==> config.mk <==
export PLATFORM = sky130hd
export DESIGN_NAME = ptrp_ram
export DESIGN_NICKNAME = d
export VERILOG_FILES = /design/src/hdl/per_thread_routine_profile_table_assert.svh /design/src/hdl/ptrp_ram.sv
export SDC_FILE = /design/constraint.sdc
export NUM_CORES = 1
export LEC_CHECK = 0
export BUFFER_PORTS_ARGS = -buffer_cell sky130_fd_sc_hd__buf_2
export CAP_MARGIN = 40
export CORE_ASPECT_RATIO = 1.2
export CORE_MARGIN = 2
export CORE_UTILIZATION = 61
export DETAILED_ROUTE_END_ITERATION = 12
export HOLD_SLACK_MARGIN = 0.08
export PLACE_DENSITY = 0.87
export REMOVE_ABC_BUFFERS = 1
export SLEW_MARGIN = 20
export SYNTH_ARGS = -nofsm -noshare
export SYNTH_HDL_FRONTEND = slang
export SYNTH_SLANG_ARGS = --single-unit
==> constraint.sdc <==
create_clock -name clk -period 3.4 [get_ports clk]
set_input_delay 0.51 -clock clk [delete_from_list [all_inputs] [get_ports clk]]
set_output_delay 0.51 -clock clk [all_outputs]
set_load 0.03 [all_outputs]
==> src/hdl/per_thread_routine_profile_table_assert.svh <==
// Assertion macros for the routine profile table.
// Included by the top level; needs no package.
`ifndef PER_THREAD_ROUTINE_PROFILE_TABLE_ASSERT_SVH
`define PER_THREAD_ROUTINE_PROFILE_TABLE_ASSERT_SVH
`ifndef NO_ASSERTIONS
`define PTRP_ASSERT_IMPL(label, clk, rst_n, prop, msg) \
	label: assert property (@(posedge clk) disable iff (!rst_n) prop) else $error(msg);
`define PTRP_ASSERT_NEXT(label, clk, rst_n, ante, cons, msg) \
	label: assert property (@(posedge clk) disable iff (!rst_n) ante |=> cons) else $error(msg);
`else
`define PTRP_ASSERT_IMPL(label, clk, rst_n, prop, msg)
`define PTRP_ASSERT_NEXT(label, clk, rst_n, ante, cons, msg)
`endif
`endif

==> src/hdl/ptrp_ram.sv <==
// Generic single-port RAM with registered read.
// Stand-alone; no package needed.
module ptrp_ram #(
	parameter int Width = 8,
	parameter int Depth = 64
) (
	input  logic                     clk,
	input  logic                     we,
	input  logic [$clog2(Depth)-1:0] addr,
	input  logic [Width-1:0]         wdata,
	output logic [Width-1:0]         rdata
);
	logic [Width-1:0] mem [Depth];

	// One read each cycle, and a write as well when we is high.
	always_ff @(posedge clk) begin
		if (we) begin
			mem[addr] <= wdata;
		end
		rdata <= mem[addr];
	end
endmodule

-- Word-level counts from Yosys, hierarchy flattened
Memory sizes are Yosys's and may differ from the RTL's. A register that Yosys moved wholly into a read port is not among the register bits.
Index checks and enable logic that the tools add are counted.
Widths: inputs -> output; s select.
- register bits after elaboration: 0
- memory bits (writable): 512
- output and inout port bits: 8
- logic and storage cells: 3
- memories: 1
- memory list (memory ; words ; width ; rd ports ; clocked after Yosys merged registers in ; wr ports ; RTL line ; RTL):
    mem ; 64 ; 8 ; 1 ; 1 ; 1 ; ptrp_ram.sv:13 ; logic [Width-1:0] mem [Depth];
- mux-type cells: 2
- operators with widths (kind ; number):
    $mux 1 ; 2

-- Logic depth before layout (Yosys ltp)
- depth after elaboration: 2
- gate-level depth with buffers: 10
- depth with buffers taken out: 5

-- Least setup slack after synthesis
OpenSTA, ideal clock, no wires.
- path kind: input -> register
- from: input port addr[1]
- to: memory mem[13][0], enable pin
- arrival: 2238 ps
- path slack: 791 ps
- stages: 7
- buffers on the path: 4
- cells stage by stage: buf_6 -> buf_6 -> nor2b_1 -> clkbuf_1 -> clkbuf_1 -> nand3_1 -> nor2_1
- RTL lines (element ; RTL line ; RTL):
    from (decl) ; ptrp_ram.sv:9 ; input logic [$clog2(Depth)-1:0] addr,
    to (decl) ; ptrp_ram.sv:13 ;
Straight into the memory's write port.

==> key figures <==
Layout
  • Nets: 1,303
  • Finished Layout Cells: 1,778
  • Leading cell type in the layout, fill and taps excluded: edfxtp_1
  • Ratio of cells with drive above 1 in the final layout: 0.205
  • Most frequent cells in the layout: edfxtp_1 (512), buf_4 (116), nor2_1 (81), mux2i_1 (63), clkbuf_16 (46)
  • Post-route cell area: 23,300 µm²
  • P&R area growth vs syn: 13.7%

Logic synthesis
  • Synth Register Bits: 520
  • Ys async rst share: 0
  • Sequential area share after synthesis: 0.760
  • EDFF count, synth: 512
  • Post-Syn Area per Cell: 17.5 µm²
  • Distinct cells, synth: 56
  • Mapped Cells: 1,171
  • Area of the mapped netlist: 20,400 µm²
  • Area share of the largest cell type after synthesis: 0.752
  • Synth Warn #: 0
  • Yosys top cell by area: edfxtp_1
  • Synth Flop Type: edfxtp_1
  • Synth top area cells: edfxtp_1 (75%), mux4_2 (4.5%), mux2i_1 (3.1%), nor2_1 (1.5%), a22oi_1 (1.5%)

STA
  • Final-report max-slew violation count: 0
  • Fmax: 339 MHz
  • Final period util: 0.868
  • Minimum clock period: 2950 ps
  • Relative slew slack: 0.347
  • Fin. Hold Viols: 0
  • Clock skew: 22.5 ps
  • Setup TNS Final: 0 ps
  • Final setup fails: 0
  • RSZ-0062 raised after global routing: no
  • Worst Tran Pin Value: 967 ps

Power and ir drop
  • Power Density: 554 nW/µm²
  • P_leak: 7.68 nW
  • Peak VDD IR: 0.346 mV

Routing
  • First-pass DRT Iterations: 6
  • Routed WL: 54,500 µm
  • Residual DRC: 0
  • Post-route ant nets: 0
  • Wire per inst: 30.6 µm
  • Starting DRT DRC Count: 2,368
  • Via total after detailed routing: 12.5k
  • DR vias/cell: 7.04

Clock network
  • CTS clk-pin slew, worst paths: 70 ps
  • Skew-Pair Late Insertion Delay: 570 ps
  • # hold bufs at CTS: 0
  • H-tree depth: 2
  • CTS Buf Count: 46
  • Clock Tree Buf Depth: 3
  • Post-CTS Resized: 0
  • CTS tree: done
  • Post-CTS setup buffers: 0
  • TritonCTS Sinks: 520
  • Root buf cell: clkbuf_16

Worst setup path
  • Crit-path max FO: 34
  • Critical Path End Type: flip-flop
  • CP Cell Sequence: buf_4 -> buf_12 -> nand2b_1 -> o22ai_1 -> o31ai_1 -> o221ai_1 -> or4_1
  • Critical Path Source Type: input pin
  • Crit-path slowest cell: o31ai_1
  • Critical path data required time: 3840 ps
  • CP arrival: 3390 ps
  • CP max stage delay: 610 ps
  • Worst Setup Path Type: input pin to flip-flop

Placed design
  • Inst Count DP: 1,687
  • GP Congestion: 0.918
  • DP Wirelength: 33,200 µm
  • Cell Area, Placed: 21,800 µm²
  • PortBufs: 23

Die
  • Die X: 171 µm
  • Die Footprint: 35,000 µm²
  • Initial Util: 0.618
  • Die height: 205 µm
  • # IOs: 24
  • Num rows: 73
  • Area of the core: 33,100 µm²

Global routing
  • Gr usage total: 0.320
  • Number of global-route vias before repair: 12.3k
  • Largest net degree at the start of global routing: 45
  • First-pass GRT wire length: 80,300 µm
  • Initial antenna violation count: 2
  • Grt total ovfl: 0

Worst hold path
  • Min-delay worst type: input pin to flip-flop

Run status
  • Status: complete, no violations

Job
  • MaxCap Viol Count: 0
-- metal layers --
layer / track usage / wire, µm / vias to the layer above
met1: 0.401 / 17200 / 6092
met5: 0 / 0 / -
li1: - / - / 4984
met3: 0.0813 / 7120 / 295
met2: 0.518 / 26200 / 1155
met4: 0.170 / 3950 / 0
-- where the power goes --
part,switching [mW],total [mW],internal [mW]
sequential,0.0261,7.12,7.09
clock,2.28,4.93,2.65
combinational,0.556,0.824,0.268
-- metrics by stage --
| step | power [mW] | worst slack (ps) | hold slack, ps | util |
|---|---|---|---|---|
| finish | 12.9 | 450 | 435 | 0.703 |
| global route | 13.1 | 479 | 447 | 0.703 |
| CTS | 12.8 | 643 | 431 | 0.703 |
| detailed placement | 8.03 | 72.9 | 672 | 0.660 |
| global placement | 7.99 | 141 | 640 | 0.656 |
| floorplan | 7.57 | 724 | 563 | - |
-- state kept, by name, indices dropped and copies added, names as in the netlist --
signal  cells
mem       512
rdata       8
-- critical path, delay by kind of cell --
family                 cells  cell delay, ps
buffers and inverters      2             670
AOI/OAI and AO/OA          3            1200
and+or+nand+nor            2             980
-- final timing paths --
path | endpoint | cells past startpoint | slack [ps] | from
worst max-delay path | rdata[6] | 7 | 450 | addr[0]
worst min-delay path | mem[1][1] | 1 | 440 | wdata[1]
worst max register to register | rdata[7] | 5 | 890 | mem[2][7]
worst min register to register | rdata[2] | 3 | 690 | mem[3][2]
-- area by class of cell --
cell class / count / area, µm²
clock inverters: 24 / 179
flip-flops and latches: 520 / 15500
well taps: 450 / 563
fillers: 1891 / 9810
diodes: 3 / 7.51
repair buffers: 149 / 1210
clock buffers: 62 / 1230
inverters: 3 / 11.3
multi-input cells: 567 / 4510
-- logic make-up (layout without fill, tap and decap cells) --
group                  Yosys count  after routing  synth area share
AO/OA/AOI/OAI                  222            222            0.0808
buffers and inverters           84            238            0.0198
flip-flops                     520            520             0.760
multiplexers                   116            116            0.0826
other                            0              3                 0
AND/OR/NAND/NOR                229            229            0.0571
-- synth_stat cells, types with 9 or more instances --
cell	n
and3_1	9
nor2_1	82
mux4_2	41
clkbuf_1	36
a21oi_1	28
a22oi_1	40
nand2b_1	24
buf_2	30
o21ai_0	9
edfxtp_1	512
a221o_1	11
nand3b_1	12
o22ai_1	22
o22a_1	11
mux2i_1	63
a221oi_1	21
nand2_1	45
a31oi_1	15
and2_1	9
a22o_1	10
o221ai_1	9
Note: power is estimated with default switching activity, not from simulation.
